**src/sv/prewitt_edge_magnitude_defines.svh**
```systemverilog
// Assertion helpers for the edge magnitude block.
// Both expect a clock named aclk and an active-low reset named aresetn in scope.
`ifndef PREWITT_EDGE_MAGNITUDE_DEFINES_SVH
`define PREWITT_EDGE_MAGNITUDE_DEFINES_SVH

// Same-cycle implication.
`define PEM_ASSERT_IMP(label, ante, cons, msg) \
    label: assert property (@(posedge aclk) disable iff (!aresetn) (ante) |-> (cons)) \
        else $error(msg);

// Next-cycle implication.
`define PEM_ASSERT_NXT(label, ante, cons, msg) \
    label: assert property (@(posedge aclk) disable iff (!aresetn) (ante) |=> (cons)) \
        else $error(msg);

`endif

```
**src/sv/pem_pkg.sv**
```systemverilog
`default_nettype none

package pem_pkg;

    localparam int MAX_WIDTH  = 1024;
    localparam int MAX_HEIGHT = 1024;

    localparam int ADDR_W = $clog2(MAX_WIDTH);
    localparam int ROW_W  = $clog2(MAX_HEIGHT);
    localparam int CFG_W  = 11;
    localparam int PIX_W  = 8;

    // Q8 gray weights: 0.07, 0.72, 0.21
    localparam int GRAY_W_BLUE  = 18;
    localparam int GRAY_W_GREEN = 184;
    localparam int GRAY_W_RED   = 54;
    localparam int GRAY_ROUND   = 128;

    localparam int CFG_IDX_W = 2;
    localparam logic [CFG_IDX_W-1:0] REG_LINE_WIDTH   = 2'd0;
    localparam logic [CFG_IDX_W-1:0] REG_FRAME_HEIGHT = 2'd1;

    localparam logic [CFG_W-1:0] LINE_WIDTH_RST   = 11'd640;
    localparam logic [CFG_W-1:0] FRAME_HEIGHT_RST = 11'd480;

    // Square root of a 2*PIX_W+2 bit radicand, two bits per step
    localparam int RAD_W      = 2 * PIX_W + 2;
    localparam int ROOT_W     = RAD_W / 2;
    localparam int ROOT_STEPS = ROOT_W;
    localparam int ITER_W     = $clog2(ROOT_STEPS);
    localparam int REM_W      = ROOT_W + 3;

    typedef enum logic [2:0] {
        ST_IDLE,
        ST_FETCH,
        ST_GRAD,
        ST_MAG,
        ST_PUSH
    } pem_state_t;

    typedef enum logic [2:0] {
        MAG_IDLE,
        MAG_SQX,
        MAG_SQY,
        MAG_ROOT,
        MAG_ROUND,
        MAG_DONE
    } pem_mag_phase_t;

    typedef struct packed {
        logic             start;
        logic [PIX_W-1:0] gx;
        logic [PIX_W-1:0] gy;
    } pem_mag_req_t;

    typedef struct packed {
        logic             done;
        logic [PIX_W-1:0] mag;
    } pem_mag_rsp_t;

endpackage

`default_nettype wire

```
**src/sv/pem_mag.sv**
```systemverilog
`default_nettype none

module pem_mag (
    input  wire                   aclk,
    input  wire                   aresetn,
    input  wire pem_pkg::pem_mag_req_t req,
    output pem_pkg::pem_mag_rsp_t rsp
);
    import pem_pkg::*;

    pem_mag_phase_t phase_reg, phase_next;

    logic [PIX_W-1:0]  gx_reg, gx_next;
    logic [PIX_W-1:0]  gy_reg, gy_next;
    logic [RAD_W-1:0]  acc_reg, acc_next;
    logic [ROOT_W-1:0] root_reg, root_next;
    logic [REM_W-1:0]  rem_reg, rem_next;
    logic [ITER_W-1:0] iter_reg, iter_next;
    logic [PIX_W-1:0]  mag_reg, mag_next;

    // shared squarer
    logic [PIX_W-1:0]   sq_op;
    logic [2*PIX_W-1:0] sq;

    logic [REM_W-1:0]  rem_shift;
    logic [REM_W-1:0]  trial;
    logic [ROOT_W:0]   rounded;
    logic              round_up;

    assign sq_op = (phase_reg == MAG_SQX) ? gx_reg : gy_reg;
    assign sq    = sq_op * sq_op;

    assign rem_shift = {rem_reg[REM_W-3:0], acc_reg[RAD_W-1 -: 2]};
    assign trial     = REM_W'({root_reg, 2'b01});
    assign round_up  = rem_reg > REM_W'(root_reg);
    assign rounded   = (ROOT_W+1)'(root_reg) + (ROOT_W+1)'(round_up);

    always_comb begin
        phase_next = phase_reg;
        gx_next    = gx_reg;
        gy_next    = gy_reg;
        acc_next   = acc_reg;
        root_next  = root_reg;
        rem_next   = rem_reg;
        iter_next  = iter_reg;
        mag_next   = mag_reg;
        case (phase_reg)
            MAG_IDLE: begin
                if (req.start) begin
                    gx_next    = req.gx;
                    gy_next    = req.gy;
                    phase_next = MAG_SQX;
                end
            end
            MAG_SQX: begin
                acc_next   = RAD_W'(sq);
                phase_next = MAG_SQY;
            end
            MAG_SQY: begin
                acc_next   = acc_reg + RAD_W'(sq);
                root_next  = '0;
                rem_next   = '0;
                iter_next  = '0;
                phase_next = MAG_ROOT;
            end
            MAG_ROOT: begin
                acc_next = acc_reg << 2;
                if (rem_shift >= trial) begin
                    rem_next  = rem_shift - trial;
                    root_next = {root_reg[ROOT_W-2:0], 1'b1};
                end else begin
                    rem_next  = rem_shift;
                    root_next = {root_reg[ROOT_W-2:0], 1'b0};
                end
                iter_next = iter_reg + 1'b1;
                if (iter_reg == ITER_W'(ROOT_STEPS - 1)) begin
                    phase_next = MAG_ROUND;
                end
            end
            MAG_ROUND: begin
                // round to nearest, then saturate
                if (rounded[ROOT_W:PIX_W] != '0) begin
                    mag_next = '1;
                end else begin
                    mag_next = rounded[PIX_W-1:0];
                end
                phase_next = MAG_DONE;
            end
            MAG_DONE: begin
                phase_next = MAG_IDLE;
            end
            default: begin
                phase_next = MAG_IDLE;
            end
        endcase
    end

    always_ff @(posedge aclk) begin
        if (!aresetn) begin
            phase_reg <= MAG_IDLE;
        end else begin
            phase_reg <= phase_next;
        end
    end

    always_ff @(posedge aclk) begin
        gx_reg   <= gx_next;
        gy_reg   <= gy_next;
        acc_reg  <= acc_next;
        root_reg <= root_next;
        rem_reg  <= rem_next;
        iter_reg <= iter_next;
        mag_reg  <= mag_next;
    end

    assign rsp.done = (phase_reg == MAG_DONE);
    assign rsp.mag  = mag_reg;

endmodule

`default_nettype wire

```
**config.mk**
```make
export PLATFORM = sky130hd
export DESIGN_NAME = pem_mag
export DESIGN_NICKNAME = d
export VERILOG_FILES = /design/src/sv/prewitt_edge_magnitude_defines.svh /design/src/sv/pem_pkg.sv /design/src/sv/pem_mag.sv
export SDC_FILE = /design/constraint.sdc
export NUM_CORES = 1
export LEC_CHECK = 0
export BUFFER_PORTS_ARGS = -buffer_cell sky130_fd_sc_hd__buf_4
export CAP_MARGIN = 20
export CELL_PAD_IN_SITES_DETAIL_PLACEMENT = 1
export CELL_PAD_IN_SITES_GLOBAL_PLACEMENT = 2
export CORE_MARGIN = 3
export CORE_UTILIZATION = 25
export DETAILED_ROUTE_END_ITERATION = 12
export PLACE_DENSITY = 0.52
export RECOVER_POWER = 50
export SLEW_MARGIN = 20
export SYNTH_ARGS = -nofsm -noshare
export SYNTH_HDL_FRONTEND = slang
export SYNTH_SLANG_ARGS = --single-unit
```
**constraint.sdc**
```tcl
create_clock -name aclk -period 13.3 [get_ports aclk]
set_clock_uncertainty 0.2 [all_clocks]
set_input_delay 0.665 -clock aclk [delete_from_list [all_inputs] [get_ports aclk]]
set_output_delay 0.665 -clock aclk [all_outputs]
set_load 0.005 [all_outputs]
```
* After elaboration in Yosys (flattened, before gate mapping)
Index checks and enable logic that the tools add are counted.
** Storage, ports and cells
- Register bits after elaboration :: 70
** Operators by class
- Multiply operators :: 1
- Muxes and demuxes :: 10
- Reduce and logical (&&, ||, !) cells :: 6
- $lt $le $gt $ge :: 2
- Eq/ne operators :: 8
- Add/sub/neg operators :: 4
** Operators with widths (number)
- 18-bit one-hot mux with 3 select lines :: 1
- 12-bit one-hot mux with 2 select lines :: 1
- 18-bit by 16-bit adder with 18-bit output :: 1
- 9-bit one-hot mux with 2 select lines :: 1
- 8-bit by 8-bit multiplier with 16-bit output :: 1
- 3-bit one-hot mux with 5 select lines :: 1
- 12-bit by 11-bit >= comparator with 1-bit output :: 1
- 12-bit by 9-bit greater-than comparator with 1-bit output :: 1
- 12-bit 2-to-1 mux :: 1
- 12-bit by 11-bit subtractor with 12-bit output :: 1
- 9-bit by 1-bit adder with 10-bit output :: 1
- 8-bit 2-to-1 mux :: 1
- 4-bit one-hot mux with 2 select lines :: 1
- 3-bit by 2-bit equality test with 1-bit output, second input constant :: 2
- 3-bit equality test, second input constant :: 2
- 3-bit 2-to-1 mux :: 2
- 4-bit by 1-bit adder with 4-bit output, second input constant :: 1
- 4-bit equality test, second input constant :: 1
- 2-bit inequality test, second input constant :: 2
- 2-bit AND reduction :: 2
- 2-bit nonzero test :: 2
- 3-bit by 1-bit equality test with 1-bit output, second input constant :: 1
- 3-bit logical NOT :: 1
- 3-bit nonzero test :: 1
- 1-bit 2-to-1 mux :: 1

* Longest topological paths before layout
Gate-level depths: netlist (run 1).
- Word-level depth :: 5
- Gate-level depth with buffers :: 28
- Mapped depth without buffers :: 27

* Worst setup path after synthesis (run 1)
No wires, ideal clock.
- Path kind :: register to register
- Start :: reg phase_reg[2]
- End :: reg acc_reg[15], data pin
- Data required time :: 12.839 ns
- Slack :: 6.382 ns
- Arrival time :: 6.457 ns
- Path buffers :: 1
- Cell stages (with the launch flop) :: 27
- Cells stage by stage :: dfxtp_1 buf_2 nor3_4 mux2i_1 or2_2 inv_1 fa_1 fa_1 inv_1 fa_1 fa_1 inv_1 ha_1 o21a_1 o21ai_0 a21oi_1 a311o_1 o31ai_1 xnor2_1 ha_1 nor2_1 o21ai_0 o32ai_1 a21o_1 a31oi_1 xor2_1 a221o_1
** On the way
- Word-level cells in the longest chain between the ends :: 5
** RTL lines
- from (decl) :: RTL line pem_mag.sv:11 : pem_mag_phase_t phase_reg, phase_next;
- from (signal assigned) :: RTL line pem_mag.sv:102 : phase_reg <= phase_next;
- 3-bit by 1-bit equality test with 1-bit output :: RTL line pem_mag.sv:30, pem_mag.sv:47
- 8-bit 2-to-1 mux :: RTL line pem_mag.sv:30 : assign sq_op = (phase_reg == MAG_SQX) ? gx_reg : gy_reg;
- 8-bit by 8-bit multiplier with 16-bit output :: RTL line pem_mag.sv:31 : assign sq = sq_op * sq_op;
- 18-bit by 16-bit adder with 18-bit output :: RTL line pem_mag.sv:60 : acc_next = acc_reg + RAD_W'(sq);
- 18-bit one-hot mux with 3 select lines (*) :: RTL line pem_mag.sv:47 : case (phase_reg)
- named net acc_next[15] :: RTL line pem_mag.sv:15 : logic [RAD_W-1:0] acc_reg, acc_next;
- to (signal assigned) :: RTL line pem_mag.sv:109 : acc_reg <= acc_next;
- to (decl) :: RTL line pem_mag.sv:15
The timed path passes the listed nets; every way through them passes the cells marked *.
A chain may end at the register's enable or synchronous reset.

* Worst setup path in the final report (run 1)
- Start :: reg phase_reg[0]
- End :: reg acc_reg[16], data pin
The elaborated chain is that of the path after synthesis.

==> results of run 1 <==
synthesized netlist by cell type (2+ instances only):
library cell	instances
dfxtp_1	3
a21o_1	11
a311o_1	2
nand4_1	6
o21a_1	12
nand3b_1	2
nor3_1	12
inv_1	72
and4_1	2
nor3b_1	2
o31ai_1	4
nor4_1	3
a2bb2oi_1	2
fa_1	25
xnor2_1	32
o32ai_1	2
a22o_1	2
ha_1	60
a31o_2	2
mux2i_1	17
edfxtp_1	67
o21ai_0	28
xor2_1	9
a31oi_1	8
o21bai_1	2
nor2b_1	6
nand2_1	37
clkbuf_1	14
and3_1	7
nand3_1	8
nand2b_1	13
and2_1	5
nor2_1	75
or2_2	5
a21oi_1	34
a211oi_1	4
or3_1	4
a21boi_0	3
layer usage:
layer / vias to the layer above / track usage
met5: - / 0
met4: 0 / 0.0296
met3: 8 / 0.0214
met2: 39 / 0.225
met1: 2217 / 0.150
li1: 2238 / -
cell usage in the layout (no fill, tap or decap), drive strengths merged, types with 3 or more instances in the layout:
cell    count
a211oi      4
a21boi      3
a21o       11
a21oi      34
a31oi       8
and2        5
and3        7
buf         4
clkbuf     38
dfxtp       3
edfxtp     67
fa         25
ha         60
inv        76
mux2i      17
nand2      37
nand2b     13
nand3       8
nand4       6
nor2       75
nor2b       6
nor3       13
nor4        3
o21a       12
o21ai      29
o31ai       4
or2         5
or3         4
xnor2      32
xor2        9
area by class of cell:
cell class              instances  area, sq um
clock buffers                   9          225
clock inverters                 7         62.6
fillers                      2673        16200
inverters                      72          270
multi-input cells             465         3570
flip-flops and latches         70         2070
well taps                     313          392
repair buffers                 33          225
cells by family (layout without fill, tap and decap cells):
logic type,after synthesis,count (layout),synth area share
AO/OA/AOI/OAI,132,132,0.147
flip-flops,70,70,0.346
buffers and inverters,89,121,0.0567
XOR/XNOR,41,41,0.0600
AND/OR/NAND/NOR,189,189,0.150
multiplexers,18,18,0.0303
adder cells (fa/ha/maj),85,85,0.209
critical path: cells and delay by family (launching register included):
kind            cells  cell delay (ns)
flops               1             0.30
buf+inv             5             1.73
xor+xnor            2             0.31
simple gates        4             1.26
compound gates      7             1.60
fa+ha+maj           6             2.77
mux                 1             0.80
worst max path at each step:
stage | from | endpoint | slack, ns | cells after the start
finish | phase_reg[0] | acc_reg[16] | 4.06 | 25
global route | phase_reg[0] | acc_reg[15] | 3.09 | 27
CTS | phase_reg[0] | acc_reg[16] | 4.91 | 26
detailed placement | phase_reg[0] | acc_reg[16] | 4.95 | 26
global placement | phase_reg[0] | acc_reg[16] | 5.10 | 26
floorplan | phase_reg[2] | acc_reg[15] | 6.38 | 26
stage by stage:
| step | util | setup slack, ns | cell area, sq um | hold slack, ns |
|---|---|---|---|---|
| floorplan | - | 6.38 | 5980 | 0.340 |
| CTS | 0.297 | 4.91 | 6850 | 0.273 |
| detailed placement | 0.284 | 4.95 | 6560 | 0.390 |
| finish | 0.296 | 4.06 | 6820 | 0.311 |
| global placement | 0.284 | 5.10 | 6560 | 0.385 |
| global route | 0.296 | 3.09 | 6820 | 0.296 |
==> run summary, run 1 <==
Min path
• req[0] — startpoint of the lowest-slack hold path
• primary input to flip-flop — worst hold path type
• 1 — depth of the worst hold-timing path
• gy_reg[0] — endpoint with the worst hold slack

Die
• 0.259 — starting density of the core
• 25,800 sq um — Die Area
• 161 um — horizontal die dimension
• 23,100 sq um — core region area
• 161 um — die boundary height
• 55 — number of rows in the core area
• 28 — io pins

Critical path
• acc_reg[16] — worst reg2reg endpoint
• phase_reg[0] — start of the worst register-to-register path
• 25 — depth of the most critical reg-to-reg path
• 0.98 ns — delay of the slowest critical-path stage
• flip-flop — sort of element at the end of the critical path
• 4.06 ns — r2r setup slk
• 29 — largest fanout on the critical path
• flip-flop — startpoint types
• 9.14 ns — WP data arrival
• 13.20 ns — required time at the worst-slack endpoint
• flip-flop to flip-flop — Crit Path Class
• clkbuf_1 — standard cell with the maximum stage delay on the critical path

Routing
• 117 — Iter 0 DRT Violations
• 0 — Post-DRT Antenna Nets
• 7890 um — DR WL met2
• 6770 um — met1 wire length
• met4 — top routing layer in use
• 4 — first-pass iteration count of the detailed router
• 4,502 — number of vias in the routed layout
• 15.6 um — average wire length per cell after detail routing
• 4.65 — drt via density
• 15,100 um — total length of routed wires
• 298 um — met3 wire length
• 0 — DRC errors left

Timing
• 2.23 ns — transition time of the tightest slew-check pin
• 0 — total count of hold-check failures in the final report
• false — setup repair after global routing missed its margin
• 0 — final setup violating endpoints
• 40 — fin. max-slew vios
• -0.488 — headroom to the max-slew limit
• 9.24 ns — min Tclk post-route
• 108 MHz — achievable clock frequency
• 0.694 — final critical-path share of the clock period
• 0 ns — summed negative setup slack over all endpoints

Synthesis
• 70 — FF+latch count, synth
• 60 — Cell variety after synth
• 728 — syn_nets
• 0 — YS warnings
• edfxtp_1 — most instantiated flip-flop cell in the synthesis netlist
• 0.336 — post-synth top area share
• edfxtp_1 — Yosys top cell by area
• 624 — synthesized instance count
• 0.346 — sequential-to-total area share from yosys stat
• 9.58 sq um — synthesized area per cell
• edfxtp_1 (34%), ha_1 (13%), fa_1 (8.4%), nor2_1 (4.7%), xnor2_1 (4.7%) — synth top area cells
• 5980 sq um — Netlist Area Pre-Place
• 0 — FFs w/ async S/R, synth
• 67 — Post-synth EDFFs

Clock network
• done — TritonCTS clock tree
• 2 — CTS max path bufs
• 3 — Clock H-tree levels
• clkbuf_16 — master cell of the clock root buffer
• 0.35 ns — Worst-Skew Late Latency
• 0 — count of instances resized after the clock tree is built
• 9 — CTS Buf Count
• 0 — number of setup buffers added after CTS
• 70 — Clock Sinks
• 0.07 ns — clock slew seen by the registers of the worst setup and hold paths
• 0 — hold-fix buffers at CTS

Cells and area
• 0.0838 — proportion of layout cells with a drive suffix above 1
• 14.0% — area delta synth->final
• 755 — nets
• 969 — count of non-filler cells in the finished layout
• 18 — max FFs per register
• 0 — antenna fix cells

Global routing
• 0.123 — all-layer global routing usage
• 0 — remaining global-route overflow
• 25,800 um — wire length of the first global-routing pass
• 40 — maximum number of pins on one net before global-route repair
• 0 — initial antenna violation count
• 4,964 — via count of the first global-routing pass

Placed design
• 0.763 — weighted congestion reported at the end of routability-driven placement
• 27 — count of input and output buffers
• 953 — total placed cells including tap cells
• 11,700 um — placed wire-length estimate

Run status
• capacitance limit, slew limit — failing checks
• complete, but fails checks — result of the run

Flow run
• 1 — max-cap violations

Power of run 1 is not shown: default switching activity piles up to over one toggle a cycle in this logic, so the estimate is an artifact.
==> inputs of run 2 (changes only) <==
- clock period: 13.3 -> 9.19 ns (I/O delays scaled with it)
==> run 2 against run 1 <==
Effect of this change: the flow still finishes with violations (capacitance limit, slew limit); hold slack got worse by 0.20 ns; non-clock buffer count increased by 1; first-iteration DRC count up 41%; cell count increased by 0.10%; via count rose by 0.11%; sequential share of layout area barely moved; global-route usage about the same; cell area grew 0.15%; critical path type unchanged.
==> run summary, run 2 (synthesized netlist as in run 1, its figures left out) <==
Timing
• 0 — total count of hold-check failures in the final report, unchanged
• 40 — fin. max-slew vios, unchanged
• 0 ns — summed negative setup slack over all endpoints, unchanged
• 0.907 — final critical-path share of the clock period, was 0.694
• 120 MHz — achievable clock frequency, was 108 MHz
• 8.34 ns — min Tclk post-route, was 9.24 ns
• false — setup repair after global routing missed its margin, unchanged
• 2.24 ns — transition time of the tightest slew-check pin, was 2.23 ns
• 0 — final setup violating endpoints, unchanged
• -0.493 — headroom to the max-slew limit, was -0.488

Die
• 0.259 — starting density of the core, unchanged
• 25,800 sq um — Die Area, unchanged
• 161 um — die boundary height, unchanged
• 28 — io pins, unchanged
• 23,100 sq um — core region area, unchanged
• 161 um — horizontal die dimension, unchanged
• 55 — number of rows in the core area, unchanged

Clock network
• done — TritonCTS clock tree, unchanged
• 0 — count of instances resized after the clock tree is built, unchanged
• 0.07 ns — clock slew seen by the registers of the worst setup and hold paths, about the same
• 2 — CTS max path bufs, unchanged
• 0 — hold-fix buffers at CTS, unchanged
• 0.35 ns — Worst-Skew Late Latency, about the same
• 9 — CTS Buf Count, unchanged
• 0 — number of setup buffers added after CTS, unchanged
• clkbuf_16 — master cell of the clock root buffer, unchanged
• 70 — Clock Sinks, unchanged
• 3 — Clock H-tree levels, unchanged

Flow run
• 1 — max-cap violations, unchanged

Global routing
• 0.123 — all-layer global routing usage, about the same
• 25,700 um — wire length of the first global-routing pass, was 25,800 um
• 4,945 — via count of the first global-routing pass, was 4,964
• met2 — layer with the highest usage after global routing, unchanged
• 40 — maximum number of pins on one net before global-route repair, unchanged
• 0 — initial antenna violation count, unchanged
• 0.0196 — M3 GR Usage, was 0.0214
• 0 — remaining global-route overflow, unchanged
• 0.146 — met1 usage, was 0.150
• 0.229 — met2 track demand over resource, was 0.225

Routing
• 165 — Iter 0 DRT Violations, was 117
• 15,000 um — total length of routed wires, was 15,100 um
• 4.65 — drt via density, about the same
• 4,507 — number of vias in the routed layout, was 4,502
• 0 — DRC errors left, unchanged
• 0 — Post-DRT Antenna Nets, unchanged
• 15.5 um — average wire length per cell after detail routing, was 15.6 um
• 4 — first-pass iteration count of the detailed router, unchanged

Placed design
• 0.782 — weighted congestion reported at the end of routability-driven placement, was 0.763
• 11,500 um — placed wire-length estimate, was 11,700 um
• 27 — count of input and output buffers, unchanged

Run status
• complete, but fails checks — result of the run, unchanged
• capacitance limit, slew limit — failing checks, unchanged

Cells and area
• 0 — antenna fix cells, unchanged
• nor2_1 (75), inv_1 (72), edfxtp_1 (67) — most frequent cells in the layout, unchanged
• 0.0868 — proportion of layout cells with a drive suffix above 1, was 0.0838
• 14.1% — area delta synth->final, was 14.0%
• nor2_1 — leading cell type in the layout, fill and taps excluded, unchanged
• 18 — max FFs per register, unchanged
• 756 — nets, was 755

Critical path
• 29 — largest fanout on the critical path, unchanged
• 8.23 ns — WP data arrival, was 9.14 ns
• flip-flop to flip-flop — Crit Path Class, unchanged
• flip-flop — sort of element at the end of the critical path, unchanged
• flip-flop — startpoint types, unchanged
• 9.08 ns — required time at the worst-slack endpoint, was 13.20 ns

Min path
• primary input to flip-flop — worst hold path type, unchanged

run 2: metrics by stage:
step	util	cells	instance area [sq um]	hold slack (ns)	setup slack, ns
after floorplan	-	624	5980	0.340	2.27
after global placement	0.285	954	6570	0.383	0.914
after detailed placement	0.285	954	6570	0.396	0.752
after CTS	0.297	970	6850	0.0659	0.719
after global routing	0.296	970	6830	0.0921	0.346
final	0.296	970	6830	0.111	0.853
run 2: final timing paths:
check             slack [ns]  depth (start not counted)     endpoint          from
hold reg to reg         0.41                          2   rem_reg[4]    rem_reg[2]
hold / removal          0.11                          1    gy_reg[4]        req[4]
setup / recovery        0.85                         26  acc_reg[16]  phase_reg[0]
setup reg to reg        0.85                         26  acc_reg[16]  phase_reg[0]
run 2: critical path: stages, from the launching register on:
cell and delay, ns:
dfxtp_1 0.31, buf_4 0.31, inv_1 0.32, nor3_4 0.56
mux2i_1 0.74, inv_1 0.25, nand2_1 0.18, inv_1 0.06
fa_1 0.46, fa_1 0.55, inv_1 0.06, fa_1 0.50
fa_1 0.54, inv_1 0.04, ha_1 0.34, o2111ai_1 0.23
a31oi_1 0.29, o21a_1 0.14, nor2_1 0.05, xnor2_1 0.20
ha_1 0.35, a21o_1 0.21, or3_1 0.32, o211a_4 0.26
a221oi_2 0.29, xnor2_1 0.10, a22o_1 0.19
run 2: area by class of cell:
type                    instances  area (sq um)
well taps                     313           392
flip-flops and latches         70          2070
repair buffers                 34           236
inverters                      72           270
multi-input cells             465          3570
clock buffers                   9           225
fillers                      2681         16200
clock inverters                 7          61.3
run 2: per-layer routing:
| layer | vias up | wire length (um) |
|---|---|---|
| met3 | 12 | 253 |
| li1 | 2247 | - |
| met4 | 0 | 189 |
| met1 | 2214 | 6610 |
| met5 | - | 0 |
| met2 | 34 | 7960 |
Power of run 2 is left out for the same reason.
